File: src/hdl/aic_pkg.sv
// Shared types and constants for the accumulator integer calculator.
package aic_pkg;

    localparam int DATA_WIDTH_DEF = 32;
    localparam int FIELD_WIDTH    = 32;

    typedef enum logic [2:0] {
        OP_ADD  = 3'd0,
        OP_SUB  = 3'd1,
        OP_MUL  = 3'd2,
        OP_DIV  = 3'd3,
        OP_REM  = 3'd4,
        OP_POW  = 3'd5,
        OP_SQRT = 3'd6,
        OP_CBRT = 3'd7
    } t_opcode;

    typedef enum logic [1:0] {
        ERR_NONE     = 2'd0,
        ERR_DIV_ZERO = 2'd1,
        ERR_NEG_ROOT = 2'd2,
        ERR_OVERFLOW = 2'd3
    } t_err;

    typedef enum logic [1:0] {
        EOP_MUL,
        EOP_DIV,
        EOP_SQRT,
        EOP_CBRT
    } t_eng_op;

    typedef struct packed {
        logic    start;
        t_eng_op op;
    } t_eng_req;

    typedef enum logic [1:0] {
        ES_IDLE,
        ES_RUN,
        ES_CUBE_T,
        ES_DONE
    } t_eng_state;

    typedef enum logic [2:0] {
        ST_IDLE,
        ST_EXEC,
        ST_WAIT,
        ST_POW_MUL,
        ST_POW_WAIT,
        ST_DONE
    } t_top_state;

endpackage

File: src/hdl/aic_if.sv
// Valid/ready channel interfaces for the calculator's input and result streams.
interface aic_in_if;
    logic               valid;
    logic               ready;
    logic [2:0]         opcode;
    logic signed [31:0] operand_a;
    logic signed [31:0] operand_b;

    modport source (output valid, opcode, operand_a, operand_b, input ready);
    modport sink   (input valid, opcode, operand_a, operand_b, output ready);
endinterface

interface aic_out_if;
    logic               valid;
    logic               ready;
    logic signed [31:0] result_value;
    logic [1:0]         error_code;

    modport source (output valid, result_value, error_code, input ready);
    modport sink   (input valid, result_value, error_code, output ready);
endinterface

File: src/hdl/aic_engine.sv
// Iterative arithmetic unit: shift-add multiply, restoring divide, square and cube root.
module aic_engine #(
    parameter int DATA_WIDTH = aic_pkg::DATA_WIDTH_DEF
) (
    input  logic                  i_clk,
    input  logic                  i_rst_n,
    input  aic_pkg::t_eng_req     i_req,
    input  logic [DATA_WIDTH-1:0] i_x,
    input  logic [DATA_WIDTH-1:0] i_y,
    output logic                  o_done,
    output logic [DATA_WIDTH-1:0] o_lo,
    output logic [DATA_WIDTH-1:0] o_hi
);
    import aic_pkg::*;

    localparam int DW       = DATA_WIDTH;
    localparam int SQ_STEPS = (DW + 1) / 2;
    localparam int CB_STEPS = (DW + 2) / 3;
    localparam int YW       = CB_STEPS + 1;
    localparam int TW       = 2 * YW + 2;
    localparam int MW       = (DW > TW) ? DW : TW;
    localparam int CNW      = $clog2(DW + 1);
    localparam int SHW      = $clog2(DW);
    localparam int SQ_TOP   = 2 * SQ_STEPS - 2;
    localparam int CB_TOP   = 3 * CB_STEPS - 3;

    t_eng_state r_state, n_state;
    t_eng_op    r_op;
    logic [CNW-1:0]  r_cnt;
    logic [2*DW-1:0] r_acc, r_mc;
    logic [DW-1:0]   r_mp, r_rem, r_quo, r_div, r_x;
    logic [DW:0]     r_res, r_bit;
    logic [YW-1:0]   r_y;
    logic [TW-1:0]   r_t;
    logic [SHW-1:0]  r_s;

    logic [DW:0]     div_sh, div_diff, sq_sum;
    logic            sq_ge, cb_ge;
    logic [YW-1:0]   cb_y2;
    logic [2*YW-1:0] cb_prod;
    logic [TW-1:0]   cb_t;
    logic [DW-1:0]   cb_xs, cb_sub;

    assign div_sh   = {r_rem, r_quo[DW-1]};
    assign div_diff = div_sh - {1'b0, r_div};
    assign sq_sum   = r_res + r_bit;
    assign sq_ge    = {1'b0, r_x} >= sq_sum;
    assign cb_y2    = {r_y[YW-2:0], 1'b0};
    assign cb_prod  = {{YW{1'b0}}, cb_y2} * {{YW{1'b0}}, YW'(cb_y2 + YW'(1))};
    // t = 3*y*(y+1) + 1
    assign cb_t     = TW'({cb_prod, 1'b0}) + TW'(cb_prod) + TW'(1);
    assign cb_xs    = r_x >> r_s;
    assign cb_ge    = MW'(cb_xs) >= MW'(r_t);
    assign cb_sub   = r_x - (DW'(r_t) << r_s);

    always_ff @(posedge i_clk) begin
        if (!i_rst_n) begin
            r_state <= ES_IDLE;
        end else begin
            r_state <= n_state;
        end
    end

    always_comb begin
        n_state = r_state;
        unique case (r_state)
            ES_IDLE: begin
                if (i_req.start) begin
                    n_state = (i_req.op == EOP_CBRT) ? ES_CUBE_T : ES_RUN;
                end
            end
            ES_RUN: begin
                if (r_cnt == CNW'(1)) begin
                    n_state = ES_DONE;
                end else if (r_op == EOP_CBRT) begin
                    n_state = ES_CUBE_T;
                end
            end
            ES_CUBE_T: n_state = ES_RUN;
            ES_DONE:   n_state = ES_IDLE;
            default:   n_state = ES_IDLE;
        endcase
    end

    always_comb begin
        o_done = (r_state == ES_DONE);
        unique case (r_op)
            EOP_MUL:  o_lo = r_acc[DW-1:0];
            EOP_DIV:  o_lo = r_quo;
            EOP_SQRT: o_lo = r_res[DW-1:0];
            EOP_CBRT: o_lo = DW'(r_y);
            default:  o_lo = r_quo;
        endcase
        o_hi = (r_op == EOP_MUL) ? r_acc[2*DW-1:DW] : r_rem;
    end

    always_ff @(posedge i_clk) begin
        case (r_state)
            ES_IDLE: begin
                if (i_req.start) begin
                    r_op  <= i_req.op;
                    r_acc <= '0;
                    r_mc  <= {{DW{1'b0}}, i_x};
                    r_mp  <= i_y;
                    r_rem <= '0;
                    r_quo <= i_x;
                    r_div <= i_y;
                    r_x   <= i_x;
                    r_res <= '0;
                    r_bit <= (DW + 1)'(1) << SQ_TOP;
                    r_y   <= '0;
                    r_s   <= SHW'(CB_TOP);
                    case (i_req.op)
                        EOP_SQRT: r_cnt <= CNW'(SQ_STEPS);
                        EOP_CBRT: r_cnt <= CNW'(CB_STEPS);
                        default:  r_cnt <= CNW'(DW);
                    endcase
                end
            end
            ES_CUBE_T: begin
                r_y <= cb_y2;
                r_t <= cb_t;
            end
            ES_RUN: begin
                r_cnt <= r_cnt - CNW'(1);
                case (r_op)
                    EOP_MUL: begin
                        if (r_mp[0]) begin
                            r_acc <= r_acc + r_mc;
                        end
                        r_mc <= r_mc << 1;
                        r_mp <= r_mp >> 1;
                    end
                    EOP_DIV: begin
                        r_rem <= div_diff[DW] ? div_sh[DW-1:0] : div_diff[DW-1:0];
                        r_quo <= {r_quo[DW-2:0], ~div_diff[DW]};
                    end
                    EOP_SQRT: begin
                        if (sq_ge) begin
                            r_x   <= r_x - sq_sum[DW-1:0];
                            r_res <= (r_res >> 1) + r_bit;
                        end else begin
                            r_res <= r_res >> 1;
                        end
                        r_bit <= r_bit >> 2;
                    end
                    default: begin
                        if (cb_ge) begin
                            r_x <= cb_sub;
                            r_y <= r_y + YW'(1);
                        end
                        r_s <= r_s - SHW'(3);
                    end
                endcase
            end
            default: begin
            end
        endcase
    end

endmodule

File: src/hdl/accumulator_integer_calculator.sv
// Accumulator integer calculator: operand selection, sequencer and result register.
//
// Input channel i_in carries opcode, operand_a and operand_b; result channel o_out
// carries result_value and error_code, one result per input transfer. Either
// operand equal to zero is replaced by the stored previous answer.
// The block takes one item at a time; i_in.ready is high only while idle.
// Add and sub finish in the sequencer; mul, div and rem run the shift-add or
// restoring engine, one bit per cycle; sqrt and cbrt run the root iterations
// in the engine; pow runs one shift-add multiply per exponent step, at most
// DATA_WIDTH steps before overflow.
// The next input transfer is taken only after a result is registered and the
// sequencer has returned to idle.
// All multi-cycle work runs through the one shared iterative engine.
// Errors (divide by zero, negative root) return 0 and keep the previous answer.
// Reset clears the previous answer to 0 and empties the result register.
// A finished result waits in the output register; a new item may be taken while
// it waits, but the next result is held back until the receiver takes the first.
module accumulator_integer_calculator #(
    parameter int DATA_WIDTH = aic_pkg::DATA_WIDTH_DEF
) (
    input  logic           i_clk,
    input  logic           i_rst_n,
    aic_in_if.sink         i_in,
    aic_out_if.source      o_out
);
    import aic_pkg::*;

    localparam int DW = DATA_WIDTH;
    localparam logic [DW-1:0] WMAX  = {1'b0, {(DW-1){1'b1}}};
    localparam logic [DW-1:0] WSIGN = {1'b1, {(DW-1){1'b0}}};

    t_top_state r_state, n_state;
    t_opcode    r_op;
    logic [DW-1:0] r_a, r_b, r_prev, r_res, r_m, r_ma, r_cnt;
    t_err          r_err;
    logic          r_store, r_rneg, r_ov;
    logic [FIELD_WIDTH-1:0] r_out_val;
    t_err          r_out_err;

    logic [DW-1:0] a_w, b_w, ma, mb, eng_x, eng_y, eng_lo, eng_hi;
    logic          a_neg, b_neg, b_zero, eng_done, out_free, pow_ovf;
    logic [2*DW-1:0] pow_prod, pow_lim;
    t_eng_req      eng_req;
    logic [DW-1:0] ex_res;
    t_err          ex_err;
    logic          ex_store;

    function automatic logic [DW-1:0] sgn(input logic n, input logic [DW-1:0] m);
        return n ? (DW'(0) - m) : m;
    endfunction

    assign a_w      = DW'(i_in.operand_a);
    assign b_w      = DW'(i_in.operand_b);
    assign a_neg    = r_a[DW-1];
    assign b_neg    = r_b[DW-1];
    assign b_zero   = (r_b == '0);
    assign ma       = sgn(a_neg, r_a);
    assign mb       = sgn(b_neg, r_b);
    assign out_free = !r_ov || o_out.ready;
    assign pow_prod = {eng_hi, eng_lo};
    assign pow_lim  = (2*DW)'(r_rneg ? WSIGN : WMAX);
    assign pow_ovf  = pow_prod > pow_lim;

    aic_engine #(.DATA_WIDTH(DATA_WIDTH)) u_engine (
        .i_clk   (i_clk),
        .i_rst_n (i_rst_n),
        .i_req   (eng_req),
        .i_x     (eng_x),
        .i_y     (eng_y),
        .o_done  (eng_done),
        .o_lo    (eng_lo),
        .o_hi    (eng_hi)
    );

    always_ff @(posedge i_clk) begin
        if (!i_rst_n) begin
            r_state <= ST_IDLE;
        end else begin
            r_state <= n_state;
        end
    end

    always_comb begin
        n_state = r_state;
        unique case (r_state)
            ST_IDLE: begin
                if (i_in.valid) begin
                    n_state = ST_EXEC;
                end
            end
            ST_EXEC: begin
                case (r_op) inside
                    OP_ADD, OP_SUB: n_state = ST_DONE;
                    OP_DIV, OP_REM: n_state = b_zero ? ST_DONE : ST_WAIT;
                    OP_POW: begin
                        n_state = (b_neg || b_zero || ma <= DW'(1)) ? ST_DONE : ST_POW_MUL;
                    end
                    OP_SQRT: n_state = b_neg ? ST_DONE : ST_WAIT;
                    default: n_state = ST_WAIT;
                endcase
            end
            ST_WAIT: begin
                if (eng_done) begin
                    n_state = ST_DONE;
                end
            end
            ST_POW_MUL: n_state = ST_POW_WAIT;
            ST_POW_WAIT: begin
                if (eng_done) begin
                    n_state = (pow_ovf || r_cnt == DW'(1)) ? ST_DONE : ST_POW_MUL;
                end
            end
            ST_DONE: begin
                if (out_free) begin
                    n_state = ST_IDLE;
                end
            end
            default: n_state = ST_IDLE;
        endcase
    end

    always_comb begin
        i_in.ready    = (r_state == ST_IDLE);
        eng_req.start = 1'b0;
        eng_req.op    = EOP_MUL;
        eng_x         = r_a;
        eng_y         = r_b;
        unique case (r_state)
            ST_EXEC: begin
                case (r_op) inside
                    OP_MUL: eng_req.start = 1'b1;
                    OP_DIV, OP_REM: begin
                        eng_req.start = !b_zero;
                        eng_req.op    = EOP_DIV;
                        eng_x         = ma;
                        eng_y         = mb;
                    end
                    OP_SQRT: begin
                        eng_req.start = !b_neg;
                        eng_req.op    = EOP_SQRT;
                        eng_x         = r_b;
                    end
                    OP_CBRT: begin
                        eng_req.start = 1'b1;
                        eng_req.op    = EOP_CBRT;
                        eng_x         = mb;
                    end
                    default: begin
                    end
                endcase
            end
            ST_POW_MUL: begin
                eng_req.start = 1'b1;
                eng_x         = r_m;
                eng_y         = r_ma;
            end
            default: begin
            end
        endcase
        o_out.valid        = r_ov;
        o_out.result_value = r_out_val;
        o_out.error_code   = r_out_err;
    end

    // outcome known in the execute state: direct results and error cases
    always_comb begin
        ex_res   = '0;
        ex_err   = ERR_NONE;
        ex_store = 1'b1;
        case (r_op) inside
            OP_ADD: ex_res = r_a + r_b;
            OP_SUB: ex_res = r_a - r_b;
            OP_DIV, OP_REM: begin
                if (b_zero) begin
                    ex_err   = ERR_DIV_ZERO;
                    ex_store = 1'b0;
                end
            end
            OP_POW: begin
                if (b_neg) begin
                    if (ma == '0) begin
                        ex_err   = ERR_DIV_ZERO;
                        ex_store = 1'b0;
                    end else if (ma == DW'(1)) begin
                        ex_res = sgn(a_neg & r_b[0], DW'(1));
                    end
                end else if (b_zero) begin
                    ex_res = DW'(1);
                end else if (ma <= DW'(1)) begin
                    ex_res = sgn(a_neg & r_b[0], ma);
                end
            end
            OP_SQRT: begin
                if (b_neg) begin
                    ex_err   = ERR_NEG_ROOT;
                    ex_store = 1'b0;
                end
            end
            default: begin
            end
        endcase
    end

    // output valid flag and stored previous answer
    always_ff @(posedge i_clk) begin
        if (!i_rst_n) begin
            r_ov   <= 1'b0;
            r_prev <= '0;
        end else begin
            if (r_state == ST_DONE && out_free) begin
                r_ov <= 1'b1;
                if (r_store) begin
                    r_prev <= r_res;
                end
            end else if (o_out.ready) begin
                r_ov <= 1'b0;
            end
        end
    end

    always_ff @(posedge i_clk) begin
        case (r_state)
            ST_IDLE: begin
                if (i_in.valid) begin
                    r_op <= t_opcode'(i_in.opcode);
                    r_a  <= (a_w == '0) ? r_prev : a_w;
                    r_b  <= (b_w == '0) ? r_prev : b_w;
                end
            end
            ST_EXEC: begin
                r_err   <= ex_err;
                r_store <= ex_store;
                r_res   <= ex_res;
                r_m     <= DW'(1);
                r_ma    <= ma;
                r_cnt   <= mb;
                r_rneg  <= a_neg & r_b[0];
            end
            ST_WAIT: begin
                if (eng_done) begin
                    case (r_op)
                        OP_DIV: begin
                            if (!(a_neg ^ b_neg) && eng_lo[DW-1]) begin
                                r_res <= WMAX;
                                r_err <= ERR_OVERFLOW;
                            end else begin
                                r_res <= sgn(a_neg ^ b_neg, eng_lo);
                            end
                        end
                        OP_REM:  r_res <= sgn(a_neg, eng_hi);
                        OP_CBRT: r_res <= sgn(b_neg, eng_lo);
                        default: r_res <= eng_lo;
                    endcase
                end
            end
            ST_POW_WAIT: begin
                if (eng_done) begin
                    if (pow_ovf) begin
                        r_res <= r_rneg ? WSIGN : WMAX;
                        r_err <= ERR_OVERFLOW;
                    end else begin
                        r_m   <= eng_lo;
                        r_cnt <= r_cnt - DW'(1);
                        r_res <= sgn(r_rneg, eng_lo);
                    end
                end
            end
            ST_DONE: begin
                if (out_free) begin
                    r_out_val <= r_store ? FIELD_WIDTH'(signed'(r_res)) : '0;
                    r_out_err <= r_err;
                end
            end
            default: begin
            end
        endcase
    end

endmodule

File: src/flat_wrapper.sv
// flat-port wrapper written by rule: the top's interface ports become plain ports
module accumulator_integer_calculator_flat import aic_pkg::*;
#(
    parameter int DATA_WIDTH = aic_pkg::DATA_WIDTH_DEF
)
  (i_clk, i_rst_n, i_in_valid, i_in_opcode, i_in_operand_a, i_in_operand_b, i_in_ready, o_out_valid, o_out_result_value, o_out_error_code, o_out_ready);
  aic_in_if i_in_i ();
  aic_out_if o_out_i ();
  input  logic i_clk;
  input  logic i_rst_n;
  input wire logic [$bits(i_in_i.valid)-1:0] i_in_valid;
  input wire logic [$bits(i_in_i.opcode)-1:0] i_in_opcode;
  input wire logic [$bits(i_in_i.operand_a)-1:0] i_in_operand_a;
  input wire logic [$bits(i_in_i.operand_b)-1:0] i_in_operand_b;
  output wire logic [$bits(i_in_i.ready)-1:0] i_in_ready;
  output wire logic [$bits(o_out_i.valid)-1:0] o_out_valid;
  output wire logic [$bits(o_out_i.result_value)-1:0] o_out_result_value;
  output wire logic [$bits(o_out_i.error_code)-1:0] o_out_error_code;
  input wire logic [$bits(o_out_i.ready)-1:0] o_out_ready;
  assign i_in_i.valid = i_in_valid;
  assign i_in_i.opcode = i_in_opcode;
  assign i_in_i.operand_a = i_in_operand_a;
  assign i_in_i.operand_b = i_in_operand_b;
  assign i_in_ready = i_in_i.ready;
  assign o_out_valid = o_out_i.valid;
  assign o_out_result_value = o_out_i.result_value;
  assign o_out_error_code = o_out_i.error_code;
  assign o_out_i.ready = o_out_ready;
  accumulator_integer_calculator #(.DATA_WIDTH(DATA_WIDTH)) u_core (.i_clk(i_clk), .i_rst_n(i_rst_n), .i_in(i_in_i), .o_out(o_out_i));
endmodule
File: config.mk
export PLATFORM = sky130hd
export DESIGN_NAME = accumulator_integer_calculator_flat
export DESIGN_NICKNAME = d
export VERILOG_FILES = /design/src/hdl/aic_pkg.sv /design/src/hdl/aic_if.sv /design/src/hdl/aic_engine.sv /design/src/hdl/accumulator_integer_calculator.sv /design/src/flat_wrapper.sv
export SDC_FILE = /design/constraint.sdc
export NUM_CORES = 2
export LEC_CHECK = 0
export ABC_CLOCK_PERIOD_IN_PS = 16300
export BUFFER_PORTS_ARGS = -buffer_cell sky130_fd_sc_hd__buf_2
export CAP_MARGIN = 15
export CORE_ASPECT_RATIO = 1.75
export CORE_MARGIN = 4
export CORE_UTILIZATION = 50
export CTS_CLUSTER_DIAMETER = 30
export CTS_CLUSTER_SIZE = 25
export DETAILED_ROUTE_END_ITERATION = 6
export PLACE_DENSITY = 0.66
export SYNTH_ARGS = -nofsm -noshare
export SYNTH_HDL_FRONTEND = slang
export SYNTH_SLANG_ARGS = --single-unit
File: constraint.sdc
create_clock -name i_clk -period 16.3 [get_ports i_clk]
set_input_delay 3.26 -clock i_clk [delete_from_list [all_inputs] [get_ports i_clk]]
set_output_delay 3.26 -clock i_clk [all_outputs]
set_load 0.05 [all_outputs]
* After elaboration in Yosys (flattened, before gate mapping) *
Cells that the tools add are included.

word-level totals
  logic and storage cells = 279
  output and inout port bits = 36
  flip-flop bits (word level) = 676
  input port bits = 71

operators by class
  bitwise logic cells = 3
  $lt $le $gt $ge = 4
  equality and inequality tests = 42
  $mul = 1
  reductions and logical operators = 44
  shift-type cells = 2
  $add $sub $neg = 20
  multiplexer cells = 133

operator list
  kind                     number
  $mux W32                 45
  $pmux W32 S2             9
  $mux W64                 5
  $pmux W64 S2             2
  $pmux W32 S3             2
  $mux W33                 5
  $sub A1 B32 Y32 const A  5
  $pmux W33 S2             2
  $logic_not A32 Y1        4
  $pmux W32 S4             1
  $sub A32 B32 Y32         3
  $add A64 B64 Y64         1
  $eq A32 B1 Y1 const B    2
  $gt A64 B64 Y1           1
  $mux W2                  21
  $mux W12                 3
  $mux W3                  12
  $pmux W12 S3             1
  $add A32 B33 Y33         1
  $add A33 B33 Y33         1
  $ge A32 B33 Y1           1
  $sub A33 B32 Y33         1
  $add A32 B32 Y32         1
  $ge A32 B26 Y1           1
  45 further kinds         119

* Depth between registers and ports, before layout *
  depth in word-level cells = 12
  depth in mapped cells = 32
  mapped depth without buffers = 30

* Hierarchy *
A second synthesis with hierarchy kept.

unflattened totals
  cell total of the unflattened synthesis = 6460
  area, all modules = 57252.4 sq um

by module, submodules not included
  module                          sequential area each (sq um)  cells each  instances  area each (sq um)
  aic_engine                      11661.2                       3615        1          34066.4
  accumulator_integer_calculator  7717.4                        2845        1          23186.0

* Least setup slack after synthesis *
Ideal clock, no wire load.

  path type = register to register
  start point = register u_core.r_b[1]
  end point = register u_core.u_engine.r_mc[0], enable pin
  cell stages (with the launch flop) = 12
  data arrival time = 9194 ps
  slack = 6523 ps
  setup time = 582 ps
  required time = 15718 ps
  period minus slack after synthesis = 9777 ps
  buffers on the path = 0
  path through = edfxtp_1 > inv_1 > ha_1 > nand2b_1 > nor4_1 > nand3_1 > nor4_4 > a211oi_1 > nor2_1 > nor3_1 > a21oi_1 > a21oi_1

on the way
  longest elaborated chain between the ends = 7

RTL lines
  what                         line                                   source
  start, declared              accumulator_integer_calculator.sv:34   logic [DW-1:0] r_a, r_b, r_prev, r_res, r_m, r_ma, r_cnt;
  start signal, assigned       accumulator_integer_calculator.sv:227  r_b <= (b_w == '0) ? r_prev : b_w;
  $logic_not A32 Y1            accumulator_integer_calculator.sv:56   assign b_zero = (r_b == '0);
  $logic_not A1 Y1             accumulator_integer_calculator.sv:133  eng_req.start = !b_zero;
  $mux W1 (2 in series)        accumulator_integer_calculator.sv:130  case (r_op) inside
  $pmux W1 S2                  accumulator_integer_calculator.sv:128  unique case (r_state)
  $ne A2 B1 Y1 (no line)       --
  $reduce_and A3 Y1 (no line)  --
  end signal, assigned         aic_engine.sv:103                      r_mc <= {{DW{1'b0}}, i_x};
  end signal, assigned         aic_engine.sv:131                      r_mc <= r_mc << 1;
  end, declared                aic_engine.sv:30                       logic [2*DW-1:0] r_acc, r_mc;

Every way passes these cells.
A chain may end at the register's enable or synchronous reset.

* Worst setup path in the final report *
  start point = register u_core.u_engine.r_y[5]
  end point = register u_core.u_engine.r_t[24] (data pin)

on the way
  longest elaborated chain between the ends = 4

RTL lines
  what                                line               source
  start, declared                     aic_engine.sv:33   logic [YW-1:0] r_y;
  start signal, assigned              aic_engine.sv:121  r_y <= cb_y2;
  start signal, assigned              aic_engine.sv:150  r_y <= r_y + YW'(1);
  $add A12 B1 Y12                     aic_engine.sv:49   assign cb_prod = {{YW{1'b0}}, cb_y2} * {{YW{1'b0}}, YW'(cb_y2 + YW'(1))};
  $mul A11 B12 Y23 (*)                aic_engine.sv:49
  $add A25 B24 Y26 (*)                aic_engine.sv:51   assign cb_t = TW'({cb_prod, 1'b0}) + TW'(cb_prod) + TW'(1);
  $add A26 B1 Y26 (*)                 aic_engine.sv:51
  named net u_core.u_engine.cb_t[24]  aic_engine.sv:41   logic [TW-1:0] cb_t;
  end signal, assigned                aic_engine.sv:122  r_t <= cb_t;
  end, declared                       aic_engine.sv:34   logic [TW-1:0] r_t;

Mark *: on every way through the listed nets, which the timed path passes. The rest lies on a longest branch.

==> impl_metrics.json <==
{
  "status": "complete, no violations",
  "cts.sinks": 658,
  "synth_compound_area_frac": 0.214,
  "slew_headroom": 0.120,
  "antenna_found_initial": 9,
  "crit_required_ns": 16.75,
  "final_layout_size_suffix_gt1_frac": 0.0982,
  "synth_fp_nets": 6808,
  "synth-xor-area-share": 0.0567,
  "vias": 51672,
  "synth_top_family_by_area": "compound AO/OA/AOI/OAI gates",
  "instances_no_fill": 7808,
  "final_cell_mix": "edfxtp_1, nand2_1, a21oi_1",
  "die_y_um": 452,
  "grt_first_pass_wirelength_um": 336000,
  "fmax_mhz": 131,
  "clk_pin_slew_worst_paths_ns": 0.06,
  "grt_overflow_total": 0,
  "final.fill_count": 10097,
  "whs_ns": 0.478,
  "worstSetupStartpointType": "flip-flop",
  "critPathArrivalTime_ns": 8.06,
  "cts.htree.levels": 3,
  "dr.pass1.iters": 6,
  "layout_commonest_cell": "edfxtp_1",
  "end_kind": "flip-flop",
  "netlist_area_mm2": 0.0564,
  "min_period_over_period": 0.467,
  "syn_inst": 6247,
  "grt_pass1_vias": 50831,
  "area_delta_synth_final_pct": 10.8,
  "min_path_type": "reg2reg",
  "vias_per_cell": 6.62,
  "synthTopCellsByArea": "edfxtp_1, ha_1, a21oi_1",
  "final_area_mm2": 0.0624,
  "final.setup.tns_ns": 0,
  "die_w_um": 262,
  "synthAdderAreaFrac": 0.119,
  "wirelength_um": 232000,
  "critPathSlowestCell": "edfxtp_1",
  "grt_use_total": 0.386,
  "ys_ff_latch": 658,
  "yosys.area.top_type": "edfxtp_1",
  "cts-buffers-inserted": 111,
  "dp_cells": 7587,
  "rsz0062_at_grt": "false",
  "cp_top_family": "adder cells",
  "synth_cell_types": 99,
  "wire_per_inst_um": 29.8,
  "rows": 162,
  "maxCapViolCount": 0,
  "syn_area_per_cell_um2": 9.02,
  "post_cts_resized": 0,
  "crit_buf_inv": 4,
  "synth_warnings": 0,
  "synthSimpleGateAreaFrac": 0.166,
  "yosys-mux-area-fraction": 0.0534,
  "synth_top_cell_area_share": 0.330,
  "clock_path_buffers": 3,
  "die_area_mm2": 0.118,
  "setup_viol": 0,
  "hold_buffers": 0,
  "min_period_ns": 7.62,
  "route.detailed.drc": 0,
  "cts_setup_buffers": 0,
  "ys.flop_type": "edfxtp_1",
  "start_util": 0.505,
  "tightest_slew_ns": 1.31,
  "drt-initial-drc-count": 4672,
  "critPathMaxFanout": 19,
  "hold_viol": 0,
  "gp_congestion": 1.09,
  "max_stage_delay_ns": 0.86,
  "worst_skew_pair.late_latency_ns": 0.78,
  "drt.antenna.violating_nets": 0,
  "root_buffer": "clkbuf_16",
  "grt_max_degree": 68,
  "synth_edf_count": 620,
  "skew_ns": 0.0706,
  "seq_area_frac_synth": 0.344,
  "fin_nets": 6788,
  "cts_tree": "built",
  "criticalPathCategory": "reg2reg",
  "dpl-instance-area_mm2": 0.0584,
  "hpwl_um": 176000,
  "ios": 107,
  "portBuffers": 106,
  "slew_violations": 0,
  "synth-async-reset-ratio": 0,
  "coreArea_mm2": 0.112
}
==> flip-flops by register name, summed over array words and instances, names as in the netlist, 16 cells and up <==
signal	flops
u_core.u_engine.r_mp	32
u_core.r_prev	32
u_core.u_engine.r_bit	16
u_core.u_engine.r_quo	32
u_core.r_m	32
u_core.u_engine.r_mc	64
u_core.u_engine.r_x	32
u_core.u_engine.r_div	32
u_core.r_res	32
u_core.r_cnt	32
u_core.u_engine.r_t	25
u_core.r_ma	32
u_core.r_b	32
u_core.u_engine.r_acc	64
u_core.u_engine.r_res	33
u_core.r_a	32
u_core.o_out.result_value	32
u_core.u_engine.r_rem	32
==> per-layer routing <==
layer,up-vias,GRT usage,routed length (um)
met2,2553,0.643,111000
met1,24977,0.379,74800
met3,1080,0.0948,16800
met5,-,0,20
met4,4,0.391,30100
li1,23058,-,-
==> tightest hold or removal path, cell delays in order, from the launching register on <==
cell and delay, ns:
dfxtp_1 0.32, nand2_1 0.05, a21oi_1 0.06
==> area by class of cell <==
type | count | area [um^2] | share of cell area
Inverter | 334 | 1260 | 0.0202
Timing Repair Buffer | 226 | 1460 | 0.0233
Multi-Input combinational cell | 4896 | 34500 | 0.553
Clock buffer | 122 | 2830 | 0.0453
Clock inverter | 88 | 1120 | 0.0180
Sequential cell | 658 | 19400 | 0.310
Antenna cell | 8 | 20.0 | 0.000321
Tap cell | 1476 | 1850 | 0.0296
==> synthesized netlist by cell type (all sizes together), types with 58 or more instances <==
master,count
edfxtp,620
a211oi,69
nand3,114
a21o,227
o22ai,60
o21ai,355
ha,415
xor2,131
nor2b,86
xnor2,234
a21oi,545
and2,149
clkbuf,301
fa,75
buf,58
inv,331
a31oi,84
nand2,543
nor4,66
mux2i,134
nand4,59
nor2,543
nor3,137
nand2b,71
==> worst paths after layout <==
path,start,endpoint,slack (ns),cells after the start
worst min register to register,u_core.r_prev[17],u_core.r_prev[17],0.48,2
worst max-delay path,u_core.u_engine.r_y[5],u_core.u_engine.r_t[24],8.68,26
worst min-delay path,u_core.r_prev[17],u_core.r_prev[17],0.48,2
worst max register to register,u_core.u_engine.r_y[5],u_core.u_engine.r_t[24],8.68,26
==> stage by stage <==
| step | setup slack, ns | util |
|---|---|---|
| final | 8.68 | 0.559 |
| after detailed placement | 8.72 | 0.523 |
| after floorplan | 6.52 | - |
| after global routing | 8.18 | 0.559 |
| after global placement | 8.73 | 0.523 |
| after CTS | 8.69 | 0.558 |
==> kinds of logic (layout without fill, tap and decap cells) <==
group / count (synthesis) / after routing
mux: 232 / 232
flops: 658 / 658
other cells: 0 / 8
simple gates: 1945 / 1945
xor+xnor: 365 / 365
compound gates: 1864 / 1864
buf+inv: 693 / 770
fa+ha+maj: 490 / 490
Power is left out: the tool's default activity adds up to more than one toggle a clock period on the data nets, which glitch-free logic cannot reach.
